**config.mk**
```make
export PLATFORM = sky130hd
export DESIGN_NAME = tks_cell
export DESIGN_NICKNAME = d
export VERILOG_FILES = /design/src/tks_pkg.sv /design/src/tks_cell.sv
export SDC_FILE = /design/constraint.sdc
export NUM_CORES = 1
export LEC_CHECK = 0
export ABC_CLOCK_PERIOD_IN_PS = 10250
export BUFFER_PORTS_ARGS = -buffer_cell sky130_fd_sc_hd__buf_2
export CORE_MARGIN = 3
export CORE_UTILIZATION = 35
export CTS_CLUSTER_SIZE = 14
export DETAILED_ROUTE_END_ITERATION = 8
export PLACE_DENSITY = 0.66
export SLEW_MARGIN = 10
export SYNTH_ARGS = -nofsm -noshare
export SYNTH_HDL_FRONTEND = slang
export SYNTH_SLANG_ARGS = --single-unit
```
**constraint.sdc**
```tcl
create_clock -name i_clk -period 10.25 [get_ports i_clk]
set_clock_uncertainty 0.2 [all_clocks]
set_input_delay 3.075 -clock i_clk [delete_from_list [all_inputs] [get_ports i_clk]]
set_output_delay 3.075 -clock i_clk [all_outputs]
set_load 0.01 [all_outputs]
```
**src/tks_pkg.sv**
```systemverilog
// shared types and constants of the streaming top-k selector
// no dependencies; imported by tks_cell and top_k_streaming_selector
package tks_pkg;

    localparam int KEY_W        = 10;
    localparam int VAL_W        = 64;
    localparam int RANK_W       = 4;
    localparam int S_TDATA_W    = 80;
    localparam int M_TDATA_W    = 80;
    localparam int APB_ADDR_W   = 3;
    localparam int APB_DATA_W   = 32;
    localparam int TOP_K_DEF    = 10;
    localparam int NUM_KEYS_DEF = 1024;

    // register index of rank_mode
    localparam logic REG_RANK_MODE = 1'b0;

    typedef enum logic {
        OP_OFFER = 1'b0,
        OP_DUMP  = 1'b1
    } t_op;

    // broadcast to every cell of the row
    typedef struct packed {
        logic ins;   // insert the new entry at its sorted place
        logic pop;   // shift the row up by one towards cell 0
    } t_cell_ctl;

endpackage

```
**src/tks_cell.sv**
```systemverilog
// one cell of the sorted row: holds one (key, value) entry
// depends on tks_pkg; instantiated in a chain by top_k_streaming_selector
module tks_cell
    import tks_pkg::*;
(
    input  logic             i_clk,
    input  t_cell_ctl        i_ctl,
    input  logic             i_occ,
    input  logic [KEY_W-1:0] i_new_key,
    input  logic [VAL_W-1:0] i_new_val,
    input  logic [KEY_W-1:0] i_prev_key,
    input  logic [VAL_W-1:0] i_prev_val,
    input  logic             i_prev_gt,
    input  logic [KEY_W-1:0] i_next_key,
    input  logic [VAL_W-1:0] i_next_val,
    output logic [KEY_W-1:0] o_key,
    output logic [VAL_W-1:0] o_val,
    output logic             o_gt
);

    logic [KEY_W-1:0] r_key;
    logic [VAL_W-1:0] r_val;

    // an empty cell always lies below the new entry; ties stay above it
    assign o_gt  = !i_occ || (i_new_val > r_val);
    assign o_key = r_key;
    assign o_val = r_val;

    always_ff @(posedge i_clk) begin
        if (i_ctl.pop) begin
            r_key <= i_next_key;
            r_val <= i_next_val;
        end else if (i_ctl.ins && o_gt) begin
            if (i_prev_gt) begin
                r_key <= i_prev_key;
                r_val <= i_prev_val;
            end else begin
                r_key <= i_new_key;
                r_val <= i_new_val;
            end
        end
    end

endmodule

```
# == Yosys cells after proc, flatten, opt, wreduce, memory -nomap -nowiden ==
# Cells that the tools add are included.
# classes
magnitude_cmp,1
mux,6
reduce_logical,4
# op_table
cell,count
two-way mux 64 bit,3
greater-than comparator 64 bit,1
two-way mux 10 bit,3
nonzero test 2 bit,1
logical AND 1 bit,1
zero test 1 bit,1
logical OR 1 bit,1
# word_totals
register_bits,74
out_inout_bits,75
elab_cells,13

# == Logic depth before layout (Yosys ltp) ==
# depth
depth_word,5
ltp_mapped,8
depth_no_buf,8

# == Worst setup path after synthesis ==
# Ideal clock, no wire load.
# synth_timing
kind,input -> register
from,in i_new_val[19]
to,"reg r_key[0], in the netlist o_key[0], enable pin"
arrival_ns,7.628
required_time_ns,9.535
slack_ns,1.907
cell_stages,6
n_path_buf,0
cell_sequence,ha_1 nand4_1 or4_1 a311oi_1 nor4_1 o21ai_1
# synth_between
elab_chain_cells,4
# synth_rtl
item,line,rtl
"start, declared",tks_cell.sv:10,"input logic [VAL_W-1:0] i_new_val,"
greater-than comparator 64 bit,tks_cell.sv:25,assign o_gt = !i_occ || (i_new_val > r_val);
logical OR 1 bit,tks_cell.sv:25,
logical AND 1 bit,tks_cell.sv:33,end else if (i_ctl.ins && o_gt) begin
nonzero test 2 bit (no source line),n/a,
"end signal, assigned",tks_cell.sv:31,r_key <= i_next_key;
"end signal, assigned",tks_cell.sv:35,r_key <= i_prev_key;
"end signal, assigned",tks_cell.sv:38,r_key <= i_new_key;
"end, declared",tks_cell.sv:21,logic [KEY_W-1:0] r_key;
# Every way passes these cells.
# A chain may end at the register's enable or synchronous reset.

# == Worst setup path in the final report ==
# layout_timing
from,in i_new_val[49]
to,out o_gt
# layout_between
elab_chain_cells,2
# layout_rtl
item,line,rtl
greater-than comparator 64 bit,tks_cell.sv:25,
logical OR 1 bit,tks_cell.sv:25,
"end, declared",tks_cell.sv:18,output logic o_gt
# Every way passes these cells.

==> impl_results.md <==
- Vias/cell: between 4 and 5
- Final setup fails: 0
- Congestion Overflow GR: 0
- Height of the chip: 130 um
- CP most frequent cell: buf_2
- Clk Latency, worst-skew pair: 0.34 ns
- Hold Buf Count CTS: 0
- WL final: 15.9 mm
- Post_cts resized: 0
- GRT Total Usage: 0.181
- Period utilization: 0.830
- Total CTS buffers: 9
- DR WL met3: 1.23 mm
- Fin. Hold Viols: 0
- Util after Layout: 0.496
- Clock-pin slew on the worst setup and hold paths: 0.06 ns
- DRC viols: 0
- Fin Hold WS: 1.33 ns
- Leading register cell type out of synthesis: edfxtp_1
- Leakage: 0.00383 uW
- Antenna violations before repair: 1
- Met2 WL: approximately 8 mm
- Min-Delay Path Class: flip-flop to flip-flop
- Largest area contributor in the netlist: edfxtp_1
- Placer Congestion: 0.798
- Yosys cell types: 31
- Worst ir drop on vdd: 0.0907 mV
- Finished Cell Area: 7340 um2
- First DRT Iteration DRCs: ~140
- CTS root buf: clkbuf_16
- Via count of the first global-routing pass: 4895
- FF+latch count, synth: 74
- Die width: around 130 um
- Power density over the cells: roughly 130 nW/um2
- NumNets Final: around 1100
- Max Fclk: 118 MHz
- Router iterations before antenna repair: 4
- Core area: 14800 um2
- CP Class: primary input to output pin
- Area Overhead vs Synth: 36.4%
- IO Count: 302
- Cell Chain, Critical Path: buf_2 -> ha_1 -> a21oi_1 -> o21ai_0 -> a211oi_1 -> nor3b_1 -> nor4_1 -> o21ai_1 -> buf_2
- Rows: 44
- Syn. warnings: 0
- Setup TNS: 0 ns
- Status: completed
- Post-placement cell area: 7070 um2
- WP data required: 6.98 ns
- Crit path time final: roughly 8.5 ns
- Post-DRT Antenna Nets: 0
- Initial core utilization: 0.363
- Syn nets: 855
- Post-CTS Setup Bufs: 0
- Detailed placer's ending HPWL: around 13 mm
- Final Max Tran Viols: 0
- TritonCTS clock tree: done
- Clock sink count: 74
- Clk buf depth: 2
- Vias: 5087
- Global-route wire length before repair: 23.8 mm
- Pin count of the biggest net entering global routing: 78
- Highest routed layer: met4
- Cells after Synth: 564
- Relative slew slack: 0.528
- Setup crit start kind: primary input
- Sequential share of the synthesized area: 0.413
- CP endpoint kind: output pin
- WP data arrival: roughly 5.2 ns
- Layout cells sized above 1: 0.373
- Metal1 wirelength: 6.32 mm
- Synth area leaders: edfxtp_1 (41%), ha_1 (15%), mux2i_1 (14%)
- Crit-path max FO: 3
- IO buf count: between 300 and 400
- Yosys top cell area share: 0.413
- Avg Cell Area, Syn: 9.54 um2
- RSZ-0062 raised after global routing: no
- Post-synth ARST share: 0
- EDFF count, synth: 74
- Worst slew pin tran: 0.709 ns
- Post-Syn Area: 5380 um2
- Filler Cell Count: 1467
- Max-cap violations: 0
- Slowest cell delay on critical path: 0.60 ns
- Die area: 16900 um2
- H-tree levels: 3
- Crit path max-delay cell type: nor4_1
- Routed len/inst: 15.2 um
==> cells by family after synthesis <==
family / after synthesis / share of synthesized area
flops: 74 / 0.413
buf+inv: 93 / 0.0665
simple gates: 129 / 0.106
compound gates: 130 / 0.128
mux: 74 / 0.138
fa+ha+maj: 64 / 0.149
==> where the power goes <==
part           internal (uW)  switching [uW]  total, uW
registers                379            15.2        394
clock network            184             119        303
logic                    117             147        264
==> synth_stat cells, types with 2 or more instances <==
| master | count |
|---|---|
| and4_1 | 2 |
| nor2_1 | 6 |
| a21oi_1 | 29 |
| nand4_1 | 10 |
| nor4_1 | 2 |
| a21o_1 | 3 |
| clkbuf_1 | 17 |
| nor3_1 | 2 |
| a22oi_1 | 2 |
| o21ai_0 | 86 |
| o21ai_1 | 3 |
| buf_2 | 7 |
| mux2i_1 | 74 |
| inv_1 | 69 |
| nand3_1 | 4 |
| ha_1 | 64 |
| nand2b_1 | 2 |
| nand2_1 | 96 |
| edfxtp_1 | 74 |
==> path summary, 6_finish.rpt <==
kind / start / endpoint / slack, ns / cells past startpoint
max: i_new_val[49] / o_gt / 1.74 / 9
min reg2reg: o_val[0] / o_val[5] / 1.33 / 7
max reg2reg: o_val[57] / o_val[44] / 6.99 / 9
min: o_val[0] / o_val[5] / 1.33 / 7
==> layout by cell type (no fill, tap or decap), types with 3 or more instances in the layout <==
| master | count |
|---|---|
| buf_2 | 299 |
| nand2_1 | 96 |
| o21ai_0 | 86 |
| mux2i_1 | 74 |
| edfxtp_1 | 74 |
| inv_1 | 69 |
| ha_1 | 64 |
| a21oi_1 | 29 |
| nand4_1 | 10 |
| clkbuf_16 | 9 |
| nor2_1 | 6 |
| buf_4 | 6 |
| nand3_1 | 4 |
| a21o_1 | 3 |
| clkinv_1 | 3 |
==> registers in the layout, indices dropped and copies added (netlist names) <==
name   cells
o_key     10
o_val     64
==> per-stage QoR <==
| stage | instances | worst slack, ns | power (uW) |
|---|---|---|---|
| floorplan | 564 | 1.91 | 547 |
| global placement | 1029 | 1.71 | 664 |
| detailed placement | 1029 | 1.74 | 668 |
| CTS | 1044 | 1.72 | 976 |
| global route | 1045 | 1.50 | 1020 |
| finish | 1045 | 1.74 | 961 |
==> worst max-delay path: cells and delay by family <==
family          cells  cell delay [ns]
compound gates      4             0.82
simple gates        2             0.72
fa+ha+maj           1             0.33
buf+inv             2             0.28
==> area by class of cell <==
| type | instances | area, um2 | share of cell area |
|---|---|---|---|
| timing repair buffer | 305 | 1540 | 0.210 |
| antenna | 1 | 2.50 | 0.000341 |
| sequential | 74 | 2220 | 0.303 |
| inverter | 69 | 259 | 0.0353 |
| multi-input combinational | 397 | 2810 | 0.383 |
| tap | 184 | 230 | 0.0313 |
| clock inverter | 5 | 46.3 | 0.00630 |
| clock buffer | 10 | 229 | 0.0312 |
==> per-layer routing <==
layer / global-route usage / vias up
met5: 0 / -
met3: 0.0549 / 18
met4: 0.0495 / 0
met2: 0.340 / 182
met1: 0.198 / 2285
li1: - / 2602
(Power assumes the default switching activity.)
